--- config.mk ---
export PLATFORM = sky130hd
export DESIGN_NAME = hcsao_core
export DESIGN_NICKNAME = d
export VERILOG_FILES = /design/src/hdl/hcsao_pkg.sv /design/src/hdl/hcsao_mul.sv /design/src/hdl/hcsao_core.sv
export SDC_FILE = /design/constraint.sdc
export NUM_CORES = 2
export LEC_CHECK = 0
export BUFFER_PORTS_ARGS = -buffer_cell sky130_fd_sc_hd__buf_2
export CAP_MARGIN = 20
export CORE_AREA = 2 2 246 272
export CTS_CLUSTER_DIAMETER = 30
export DETAILED_ROUTE_END_ITERATION = 8
export DIE_AREA = 0 0 248 274
export GPL_TIMING_DRIVEN = 0
export PLACE_DENSITY = 0.82
export SLEW_MARGIN = 10
export SYNTH_ARGS = -nofsm -noshare
export SYNTH_HDL_FRONTEND = slang
export SYNTH_HIERARCHICAL = 1
export SYNTH_SLANG_ARGS = --single-unit
export TNS_END_PERCENT = 20
--- constraint.sdc ---
create_clock -name i_clk -period 22.5 [get_ports i_clk]
set_clock_uncertainty 0.2 [all_clocks]
set_input_delay 0 -clock i_clk [delete_from_list [all_inputs] [get_ports i_clk]]
set_output_delay 0 -clock i_clk [all_outputs]
set_load 0.02 [all_outputs]
--- src/hdl/hcsao_pkg.sv ---
`timescale 1ns / 1ps
// ----------------------------------------------------------------------------
// hcsao_pkg
// Types and fixed constants of the height-field contact shadow / AO block.
// ----------------------------------------------------------------------------
package hcsao_pkg;

    // beat payload widths
    localparam int HEIGHT_W   = 16;
    localparam int PIX_W      = 8;
    localparam int AO_W       = 16;

    // configuration port
    localparam int CFG_IDX_W  = 3;
    localparam int CFG_DATA_W = 16;
    localparam int DIM_W      = 9;

    localparam logic [CFG_IDX_W-1:0] CFG_IMAGE_WIDTH     = 3'd0;
    localparam logic [CFG_IDX_W-1:0] CFG_IMAGE_HEIGHT    = 3'd1;
    localparam logic [CFG_IDX_W-1:0] CFG_LIGHT_DIR_X     = 3'd2;
    localparam logic [CFG_IDX_W-1:0] CFG_LIGHT_DIR_Y     = 3'd3;
    localparam logic [CFG_IDX_W-1:0] CFG_SHADOW_STRENGTH = 3'd4;

    localparam logic OP_WRITE = 1'b0;
    localparam logic OP_SHADE = 1'b1;

    // datapath widths, sized for up to 32 march steps
    localparam int POS_W     = 22;  // light direction times step, Q.14
    localparam int STEP_FRAC = 14;
    localparam int CRD_W     = 11;  // signed sample coordinate
    localparam int NEED_W    = 18;  // ray height plus rise
    localparam int NUM_W     = 22;  // weighted excess before the divide
    localparam int A5_W      = 18;  // local rise times four
    localparam int CAP_W     = 17;
    localparam int SHD_W     = 18;
    localparam int V_W       = 20;

    // shared multiplier
    localparam int MUL_A_W   = 22;
    localparam int MUL_B_W   = 21;
    localparam int PROD_W    = MUL_A_W + MUL_B_W;

    localparam logic [POS_W-1:0]  ROUND_HALF   = 22'd8192;
    localparam logic [NEED_W-1:0] STEP_RISE    = 18'd3932;
    localparam logic [AO_W-1:0]   AO_LOCAL_CAP = 16'd26214;
    localparam logic [CAP_W-1:0]  AO_FLOOR     = 17'd9830;
    localparam logic [CAP_W-1:0]  ONE_Q16      = 17'd65536;
    localparam logic [AO_W-1:0]   AO_NONE      = 16'd32768;
    localparam int                RECIP_SHIFT  = 22;
    localparam int                RECIP5_SHIFT = 18;
    localparam logic [MUL_B_W-1:0] RECIP5      = 21'd52428;
    localparam logic [MUL_B_W-1:0] DIV5        = 21'd5;
    localparam int                SHADOW_SHIFT = 15;

    typedef struct packed {
        logic                opcode;
        logic [PIX_W-1:0]    pixel_x;
        logic [PIX_W-1:0]    pixel_y;
        logic [HEIGHT_W-1:0] height_value;
    } t_in_beat;

    typedef struct packed {
        logic [AO_W-1:0]  ao_factor;
        logic [PIX_W-1:0] out_x;
        logic [PIX_W-1:0] out_y;
    } t_out_beat;

    typedef struct packed {
        logic [DIM_W-1:0]        image_width;
        logic [DIM_W-1:0]        image_height;
        logic signed [15:0]      light_dir_x;
        logic signed [15:0]      light_dir_y;
        logic [15:0]             shadow_strength;
    } t_cfg;

    typedef struct packed {
        logic [MUL_A_W-1:0] a;
        logic [MUL_B_W-1:0] b;
    } t_mul_req;

endpackage

--- src/hdl/hcsao_mul.sv ---
`timescale 1ns / 1ps
// ----------------------------------------------------------------------------
// hcsao_mul
// Shared unsigned multiplier with a registered product, one request a cycle.
// ----------------------------------------------------------------------------
module hcsao_mul (
    input  logic                      i_clk,
    input  hcsao_pkg::t_mul_req       i_req,
    output logic [hcsao_pkg::PROD_W-1:0] o_prod
);
    import hcsao_pkg::*;

    logic [PROD_W-1:0] r_prod;

    always_ff @(posedge i_clk) begin
        r_prod <= PROD_W'(i_req.a) * PROD_W'(i_req.b);
    end

    assign o_prod = r_prod;
endmodule

--- src/hdl/hcsao_core.sv ---
`timescale 1ns / 1ps
// ----------------------------------------------------------------------------
// hcsao_core
// Sequencer and datapath: height writes, shadow march, neighbour scan and
// the final shading arithmetic on one shared multiplier.
// ----------------------------------------------------------------------------
module hcsao_core #(
    parameter int MAX_WIDTH   = 256,
    parameter int MAX_HEIGHT  = 256,
    parameter int MARCH_STEPS = 10,
    parameter int ADDR_W      = 16
) (
    input  logic                          i_clk,
    input  logic                          i_rst_n,
    input  hcsao_pkg::t_cfg               i_cfg,
    input  logic                          i_in_valid,
    output logic                          o_in_ready,
    input  hcsao_pkg::t_in_beat           i_in_beat,
    output logic                          o_out_valid,
    input  logic                          i_out_ready,
    output hcsao_pkg::t_out_beat          o_out_beat,
    output logic                          o_ram_we,
    output logic [ADDR_W-1:0]             o_ram_addr,
    output logic [hcsao_pkg::HEIGHT_W-1:0] o_ram_wdata,
    input  logic [hcsao_pkg::HEIGHT_W-1:0] i_ram_rdata
);
    import hcsao_pkg::*;

    localparam int KDIV   = MARCH_STEPS + 2;
    localparam int SW     = $clog2(MARCH_STEPS + 2);
    localparam int W_LIM  = (MAX_WIDTH > 511) ? 511 : MAX_WIDTH;
    localparam int H_LIM  = (MAX_HEIGHT > 511) ? 511 : MAX_HEIGHT;
    localparam int XW_LIM = (MAX_WIDTH > 256) ? 256 : MAX_WIDTH;
    localparam int YW_LIM = (MAX_HEIGHT > 256) ? 256 : MAX_HEIGHT;

    localparam logic [ADDR_W-1:0]  ROW_STRIDE = ADDR_W'(MAX_WIDTH);
    localparam logic [MUL_B_W-1:0] RECIP_K    = MUL_B_W'((64'd1 << RECIP_SHIFT) / KDIV);
    localparam logic [MUL_B_W-1:0] K_MUL      = MUL_B_W'(KDIV);
    localparam logic [NUM_W-1:0]   K_NUM      = NUM_W'(KDIV);
    localparam logic [SW-1:0]      WT_INIT    = SW'(KDIV - 1);
    localparam logic [SW-1:0]      STEP_LAST  = SW'(MARCH_STEPS);

    localparam logic [3:0] ST_IDLE = 4'd0;
    localparam logic [3:0] ST_H0   = 4'd1;
    localparam logic [3:0] ST_MRD  = 4'd2;
    localparam logic [3:0] ST_MCMP = 4'd3;
    localparam logic [3:0] ST_NB   = 4'd4;
    localparam logic [3:0] ST_DK1  = 4'd5;
    localparam logic [3:0] ST_DK2  = 4'd6;
    localparam logic [3:0] ST_DK3  = 4'd7;
    localparam logic [3:0] ST_D51  = 4'd8;
    localparam logic [3:0] ST_D52  = 4'd9;
    localparam logic [3:0] ST_D53  = 4'd10;
    localparam logic [3:0] ST_SHD1 = 4'd11;
    localparam logic [3:0] ST_SHD2 = 4'd12;
    localparam logic [3:0] ST_DONE = 4'd13;

    // round(p / 2^14) half away from zero, added to the base coordinate
    function automatic logic [CRD_W-1:0] step_coord(input logic [PIX_W-1:0] base,
                                                    input logic [POS_W-1:0] p);
        logic [POS_W-1:0] mag;
        logic [POS_W-1:0] rnd;
        logic [CRD_W-1:0] off;
        logic [CRD_W-1:0] b_ext;
        mag   = p[POS_W-1] ? (~p + POS_W'(1)) : p;
        rnd   = mag + ROUND_HALF;
        off   = CRD_W'(rnd[POS_W-1:STEP_FRAC]);
        b_ext = CRD_W'(base);
        return p[POS_W-1] ? (b_ext - off) : (b_ext + off);
    endfunction

    // control
    logic [3:0]  r_state, n_state;
    logic        r_fold, n_fold;
    logic        r_ov, n_ov;
    // payload
    logic [PIX_W-1:0]    r_x, n_x, r_y, n_y;
    logic [HEIGHT_W-1:0] r_h0, n_h0, r_maxn, n_maxn;
    logic [NEED_W-1:0]   r_need, n_need;
    logic [POS_W-1:0]    r_px, n_px, r_py, n_py;
    logic [SW-1:0]       r_s, n_s, r_wt, n_wt;
    logic [NUM_W-1:0]    r_num, n_num, r_q, n_q, r_occ, n_occ;
    logic [2:0]          r_n, n_n;
    logic [AO_W-1:0]     r_aol, n_aol, r_ao, n_ao;
    t_out_beat           r_ob, n_ob;

    logic                in_acc;
    logic [DIM_W-1:0]    w_img, h_img;
    logic [DIM_W-1:0]    x_ext, y_ext, xp, xm, yp, ym;
    logic [DIM_W-1:0]    rd_cx, rd_cy;
    logic [CRD_W-1:0]    sx, sy;
    logic                step_oob;
    logic                pix_oob;
    logic                wr_ok;
    logic [PROD_W-1:0]   prod;
    t_mul_req            mul_req;
    logic [NEED_W-1:0]   hs_ext;
    logic [NEED_W-1:0]   diff;
    logic [NUM_W-1:0]    q_k, rem_k, q_5, al5;
    logic [A5_W-1:0]     a5, rem_5;
    logic [NUM_W+1:0]    occ3;
    logic [NUM_W+1:0]    occ_half;
    logic [CAP_W-1:0]    cap;
    logic [SHD_W-1:0]    shadow;
    logic signed [V_W-1:0] v;
    logic [CAP_W-1:0]    v_cl;
    logic [CAP_W:0]      ao_rnd;
    logic                out_load;

    hcsao_mul u_mul (
        .i_clk  (i_clk),
        .i_req  (mul_req),
        .o_prod (prod)
    );

    // image size in use, saturated to 1..MAX and to no more than 511
    assign w_img = (i_cfg.image_width == '0) ? DIM_W'(1) :
                   (i_cfg.image_width > DIM_W'(W_LIM)) ? DIM_W'(W_LIM) : i_cfg.image_width;
    assign h_img = (i_cfg.image_height == '0) ? DIM_W'(1) :
                   (i_cfg.image_height > DIM_W'(H_LIM)) ? DIM_W'(H_LIM) : i_cfg.image_height;

    assign o_in_ready = (r_state == ST_IDLE);
    assign in_acc     = i_in_valid && o_in_ready;

    assign pix_oob = (DIM_W'(i_in_beat.pixel_x) >= w_img) ||
                     (DIM_W'(i_in_beat.pixel_y) >= h_img);
    assign wr_ok   = (DIM_W'(i_in_beat.pixel_x) < DIM_W'(XW_LIM)) &&
                     (DIM_W'(i_in_beat.pixel_y) < DIM_W'(YW_LIM));

    assign x_ext = DIM_W'(r_x);
    assign y_ext = DIM_W'(r_y);
    assign xp    = ((x_ext + DIM_W'(1)) >= w_img) ? (w_img - DIM_W'(1)) : (x_ext + DIM_W'(1));
    assign xm    = (x_ext == '0) ? '0 : (x_ext - DIM_W'(1));
    assign yp    = ((y_ext + DIM_W'(1)) >= h_img) ? (h_img - DIM_W'(1)) : (y_ext + DIM_W'(1));
    assign ym    = (y_ext == '0) ? '0 : (y_ext - DIM_W'(1));

    assign sx       = step_coord(r_x, r_px);
    assign sy       = step_coord(r_y, r_py);
    assign step_oob = sx[CRD_W-1] || sy[CRD_W-1] ||
                      (sx >= CRD_W'(w_img)) || (sy >= CRD_W'(h_img));

    assign hs_ext = NEED_W'(i_ram_rdata);
    assign diff   = hs_ext - r_need;

    // floor(a / K) and floor(a / 5) by reciprocal, then one correction
    assign q_k   = NUM_W'(prod >> RECIP_SHIFT);
    assign rem_k = r_num - prod[NUM_W-1:0];
    assign a5    = {r_maxn - r_h0, 2'b00};
    assign q_5   = NUM_W'(prod >> RECIP5_SHIFT);
    assign rem_5 = a5 - prod[A5_W-1:0];
    assign al5   = r_q + NUM_W'(rem_5 >= A5_W'(DIV5));

    assign occ3     = (NUM_W+2)'({r_occ, 1'b0}) + (NUM_W+2)'(r_occ);
    assign occ_half = occ3 >> 1;
    assign cap      = (occ_half > (NUM_W+2)'(ONE_Q16)) ? ONE_Q16 : CAP_W'(occ_half);

    assign shadow = prod[SHADOW_SHIFT +: SHD_W];
    assign v      = $signed(V_W'(ONE_Q16)) - $signed(V_W'(shadow)) - $signed(V_W'(r_aol));
    assign v_cl   = (v < $signed(V_W'(AO_FLOOR))) ? AO_FLOOR :
                    (v > $signed(V_W'(ONE_Q16))) ? ONE_Q16 : CAP_W'(v);
    assign ao_rnd = (CAP_W+1)'(v_cl) + (CAP_W+1)'(1);

    assign out_load = (r_state == ST_DONE) && (!r_ov || i_out_ready);

    // one memory address a cycle: write, centre, march sample or neighbour
    always_comb begin
        unique case (r_state)
            ST_IDLE: begin
                rd_cx = DIM_W'(i_in_beat.pixel_x);
                rd_cy = DIM_W'(i_in_beat.pixel_y);
            end
            ST_MRD: begin
                rd_cx = sx[DIM_W-1:0];
                rd_cy = sy[DIM_W-1:0];
            end
            ST_NB: begin
                unique case (r_n[1:0])
                    2'd0: begin rd_cx = xp;    rd_cy = y_ext; end
                    2'd1: begin rd_cx = xm;    rd_cy = y_ext; end
                    2'd2: begin rd_cx = x_ext; rd_cy = yp;    end
                    2'd3: begin rd_cx = x_ext; rd_cy = ym;    end
                endcase
            end
            default: begin
                rd_cx = x_ext;
                rd_cy = y_ext;
            end
        endcase
    end

    assign o_ram_addr  = ADDR_W'(rd_cy) * ROW_STRIDE + ADDR_W'(rd_cx);
    assign o_ram_wdata = i_in_beat.height_value;
    assign o_ram_we    = in_acc && (i_in_beat.opcode == OP_WRITE) && wr_ok;

    always_comb begin
        n_state = r_state;
        n_fold  = 1'b0;
        n_ov    = r_ov && !i_out_ready;
        n_x     = r_x;
        n_y     = r_y;
        n_h0    = r_h0;
        n_maxn  = r_maxn;
        n_need  = r_need;
        n_px    = r_px;
        n_py    = r_py;
        n_s     = r_s;
        n_wt    = r_wt;
        n_num   = r_num;
        n_q     = r_q;
        n_occ   = r_occ;
        n_n     = r_n;
        n_aol   = r_aol;
        n_ao    = r_ao;
        n_ob    = r_ob;
        mul_req = '0;

        // fold the weighted excess issued the cycle before
        if (r_fold && (prod[NUM_W-1:0] > r_num)) begin
            n_num = prod[NUM_W-1:0];
        end

        unique case (r_state)
            ST_IDLE: begin
                if (in_acc && (i_in_beat.opcode == OP_SHADE)) begin
                    n_x   = i_in_beat.pixel_x;
                    n_y   = i_in_beat.pixel_y;
                    n_px  = POS_W'(i_cfg.light_dir_x);
                    n_py  = POS_W'(i_cfg.light_dir_y);
                    n_s   = SW'(1);
                    n_wt  = WT_INIT;
                    n_num = '0;
                    if (pix_oob) begin
                        n_ao    = AO_NONE;
                        n_state = ST_DONE;
                    end else begin
                        n_state = ST_H0;
                    end
                end
            end
            ST_H0: begin
                n_h0    = i_ram_rdata;
                n_maxn  = i_ram_rdata;
                n_need  = NEED_W'(i_ram_rdata) + STEP_RISE;
                n_state = ST_MRD;
            end
            ST_MRD: begin
                if ((r_s > STEP_LAST) || step_oob) begin
                    n_n     = '0;
                    n_state = ST_NB;
                end else begin
                    n_state = ST_MCMP;
                end
            end
            ST_MCMP: begin
                if (hs_ext > r_need) begin
                    mul_req.a = MUL_A_W'(diff[HEIGHT_W-1:0]);
                    mul_req.b = MUL_B_W'(r_wt);
                    n_fold    = 1'b1;
                end
                n_s     = r_s + SW'(1);
                n_wt    = r_wt - SW'(1);
                n_need  = r_need + STEP_RISE;
                n_px    = r_px + POS_W'(i_cfg.light_dir_x);
                n_py    = r_py + POS_W'(i_cfg.light_dir_y);
                n_state = ST_MRD;
            end
            ST_NB: begin
                // read issued for r_n, data of the previous neighbour arrives
                if ((r_n != '0) && (i_ram_rdata > r_maxn)) begin
                    n_maxn = i_ram_rdata;
                end
                n_n = r_n + 3'd1;
                if (r_n == 3'd4) begin
                    n_state = ST_DK1;
                end
            end
            ST_DK1: begin
                mul_req.a = MUL_A_W'(r_num);
                mul_req.b = RECIP_K;
                n_state   = ST_DK2;
            end
            ST_DK2: begin
                n_q       = q_k;
                mul_req.a = MUL_A_W'(q_k);
                mul_req.b = K_MUL;
                n_state   = ST_DK3;
            end
            ST_DK3: begin
                n_occ   = r_q + NUM_W'(rem_k >= K_NUM);
                n_state = ST_D51;
            end
            ST_D51: begin
                mul_req.a = MUL_A_W'(a5);
                mul_req.b = RECIP5;
                n_state   = ST_D52;
            end
            ST_D52: begin
                n_q       = q_5;
                mul_req.a = MUL_A_W'(q_5);
                mul_req.b = DIV5;
                n_state   = ST_D53;
            end
            ST_D53: begin
                n_aol   = (al5 > NUM_W'(AO_LOCAL_CAP)) ? AO_LOCAL_CAP : AO_W'(al5);
                n_state = ST_SHD1;
            end
            ST_SHD1: begin
                mul_req.a = MUL_A_W'(cap);
                mul_req.b = MUL_B_W'(i_cfg.shadow_strength);
                n_state   = ST_SHD2;
            end
            ST_SHD2: begin
                n_ao    = ao_rnd[AO_W:1];
                n_state = ST_DONE;
            end
            ST_DONE: begin
                if (out_load) begin
                    n_ov              = 1'b1;
                    n_ob.ao_factor    = r_ao;
                    n_ob.out_x        = r_x;
                    n_ob.out_y        = r_y;
                    n_state           = ST_IDLE;
                end
            end
            default: begin
                n_state = ST_IDLE;
            end
        endcase
    end

    always_ff @(posedge i_clk) begin
        if (!i_rst_n) begin
            r_state <= ST_IDLE;
            r_fold  <= 1'b0;
            r_ov    <= 1'b0;
        end else begin
            r_state <= n_state;
            r_fold  <= n_fold;
            r_ov    <= n_ov;
        end
    end

    always_ff @(posedge i_clk) begin
        r_x    <= n_x;
        r_y    <= n_y;
        r_h0   <= n_h0;
        r_maxn <= n_maxn;
        r_need <= n_need;
        r_px   <= n_px;
        r_py   <= n_py;
        r_s    <= n_s;
        r_wt   <= n_wt;
        r_num  <= n_num;
        r_q    <= n_q;
        r_occ  <= n_occ;
        r_n    <= n_n;
        r_aol  <= n_aol;
        r_ao   <= n_ao;
        r_ob   <= n_ob;
    end

    assign o_out_valid = r_ov;
    assign o_out_beat  = r_ob;
endmodule

==> results.sh <==
export IMPL_synth_commonest_cells="607 x inv_1, 564 x nand2_1, 431 x ha_1"
export IMPL_cts_tree="yes"
export IMPL_yosys_warnings=6
export IMPL_initial_core_util_pct=63.0
export IMPL_status="complete, no violations"
export IMPL_drive_above_1_share_pct=7.29
export IMPL_cp_common_cell="fa_1"
export IMPL_path_max_fanout=10
export IMPL_place_ws_ns=10.43
export IMPL_cts_num_sinks=300
export IMPL_power_density_mw_per_mm2=101
export IMPL_grt_max_degree=33
export IMPL_ys_ff_latch=300
export IMPL_place_congestion=1.05
export IMPL_drt_iter0_markers=3091
export IMPL_clkTransAtPathRegs_ns=0.06
export IMPL_power_leakage_uw=0.0215
export IMPL_synth_area_sq_mm=0.0413
export IMPL_yosysMostFrequentCell="inv_1"
export IMPL_cp_slowest_cell="o31ai_1"
export IMPL_dieHeight_um=274
export IMPL_clkLatencyLatePin_ns=0.64
export IMPL_diodes=0
export IMPL_io_buffers=169
export IMPL_rows=99
export IMPL_grt_pass1_vias=37124
export IMPL_drt_first_pass_iters=8
export IMPL_power_uw=4710
export IMPL_synth_edf_count=229
export IMPL_wl_per_cell_um=22.0
export IMPL_hold_violations=0
export IMPL_cts_buffers=57
export IMPL_overflow=0
export IMPL_cp_start_kind="flip-flop"
export IMPL_syn_inst=4747
export IMPL_synthArstFlopShare_pct=0
export IMPL_grt_pass1_wl_mm=202
export IMPL_report_final_slew_viol_count=0
export IMPL_cts_htree_levels=2
export IMPL_post_route_period_util_pct=55.8
export IMPL_io_pins=186
export IMPL_drcViolationCount=0
export IMPL_syn_avg_cell_area_sq_um=8.70
export IMPL_vias=37290
export IMPL_die_area_sq_mm=0.0680
export IMPL_setup_violations=0
export IMPL_setup_tns_final_ns=0
export IMPL_postLayoutCoreUtil_pct=71.1
export IMPL_drt_wl_total_mm=132
export IMPL_fin_crit_ns=12.55
export IMPL_final_nets=6046
export IMPL_die_w_um=248
export IMPL_setup_slack_ns=9.95
export IMPL_worstSetupEndpointType="flip-flop"
export IMPL_hpwlAfterDp_mm=103
export IMPL_grt_setup_unrepaired="no"
export IMPL_synth_distinct_cells=110
export IMPL_post_cts_resized=0
export IMPL_synth_seq_area_share_pct=20.1
export IMPL_min_path_type="in2out"
export IMPL_ys_top_cells_by_area="fa_1 19%, edfxtp_1 17%, ha_1 13%"
export IMPL_postCtsSetupRepairBufs=0
export IMPL_slowest_delay_ns=0.95
export IMPL_fmax_mhz=79.7
export IMPL_drv_cap=0
export IMPL_cts_root_buf="clkbuf_16"
export IMPL_clockBufferDepth=3
export IMPL_crit_type="reg2reg"
export IMPL_slew_headroom_pct=17.0
export IMPL_antenna_found_initial=4
export IMPL_synth_ff_type="edfxtp_1"
export IMPL_via_per_inst=6.20
export IMPL_fillers=5005
export IMPL_critPathRequiredTime_ns=22.80
export IMPL_ir_worst_vdd_mv=0.131
export IMPL_synth_top_area_cell="fa_1"
export IMPL_syn_to_final_growth_pct=12.8
export IMPL_synth_top_cell_area_share_pct=18.8
export IMPL_ant_nets=0
export IMPL_core_sq_mm=0.0655
export IMPL_cts_hold_buf=115
export IMPL_worst_slew_pin_slew_ns=1.24
export IMPL_critPathArrivalTime_ns=12.85
export IMPL_track_usage_pct=38.5
-- worst paths after layout --
kind,from,slack (ns),cells past startpoint,to
max,r_occ[1],9.95,34,u_mul/o_prod[41]
min,i_in_beat[5],0.02,2,o_ram_wdata[5]
max reg2reg,r_occ[1],9.95,34,u_mul/o_prod[41]
min reg2reg,r_ao[3],0.22,0,o_out_beat[19]
-- state kept, by name (all words and copies together) (netlist names), 8 cells and up --
signal and flops:
u_mul/o_prod 43, o_out_beat 32, r_num 22, r_occ 22, r_px 22, r_py 22, r_q 22, r_need 18
r_ao 16, r_aol 16, r_h0 16, r_maxn 16, r_x 8, r_y 8
-- critical path: cells and delay by family (launching register included) --
family | cells | cell delay (ns)
adders and majority gates | 10 | 4.50
DFF | 1 | 0.44
buffers and inverters | 6 | 1.02
xor gates and xnor gates | 2 | 0.49
and+or+nand+nor | 9 | 2.87
AOI/OAI and AO/OA | 7 | 2.90
-- placed cells by master (no fill, tap or decap), types with 98 or more instances in the layout --
cell / instances
a21oi_1: 196
and2_1: 274
buf_2: 179
clkbuf_1: 181
dlygate4sd3_1: 115
edfxtp_1: 229
fa_1: 388
ha_1: 431
inv_1: 607
nand2_1: 563
nand3_1: 98
nor2_1: 202
nor3_1: 104
o21ai_0: 219
xnor2_1: 175
xor2_1: 113
-- area by class of cell --
type                       instances  area [sq um]  share of cell area [%]
multi-input combinational       3632         29900                    64.1
sequential                       300          8300                    17.8
inverter                         609          2290                    4.91
timing repair buffer             290          2080                    4.47
clock buffer                      58          1450                    3.12
tap                              858          1070                    2.31
buffer                           218           913                    1.96
clock inverter                    50           611                    1.31
-- layer usage --
metal	track usage (%)	up-vias	share of wire (%)
met5	0	-	0.020
met4	25.1	4	7.8
met3	6.50	611	8.3
met1	44.2	17840	36
met2	66.3	1997	48
li1	-	16838	-
-- stage by stage --
| step | instance area [sq um] | cells | hold WS, ns |
|---|---|---|---|
| after floorplan | 41300 | 4759 | -0.120 |
| after global placement | 43200 | 5786 | 0.0110 |
| after detailed placement | 43400 | 5792 | 0.0151 |
| after CTS | 46600 | 6015 | 0.000505 |
| after global routing | 46600 | 6015 | 0.0240 |
| final | 46600 | 6015 | 0.0168 |
-- where the power goes --
| part | switching [uW] | total [uW] | internal [uW] |
|---|---|---|---|
| Clock | 372 | 917 | 546 |
| Sequential | 85.3 | 809 | 724 |
| Combinational | 1900 | 2980 | 1080 |
| Total | 2360 | 4710 | 2350 |
-- logic make-up (layout without fill, tap and decap cells) --
kind of cell / count (synthesis) / after routing / synth area share [%]
AOI/OAI and AO/OA: 907 / 907 / 14.5
xor gates and xnor gates: 288 / 288 / 6.11
adders and majority gates: 819 / 819 / 31.9
buffers and inverters: 827 / 1225 / 7.75
DFF: 300 / 300 / 20.1
muxes: 23 / 23 / 0.570
other: 1 / 13 / 0.00908
and+or+nand+nor: 1582 / 1582 / 19.1
(Power assumes the default switching activity.)
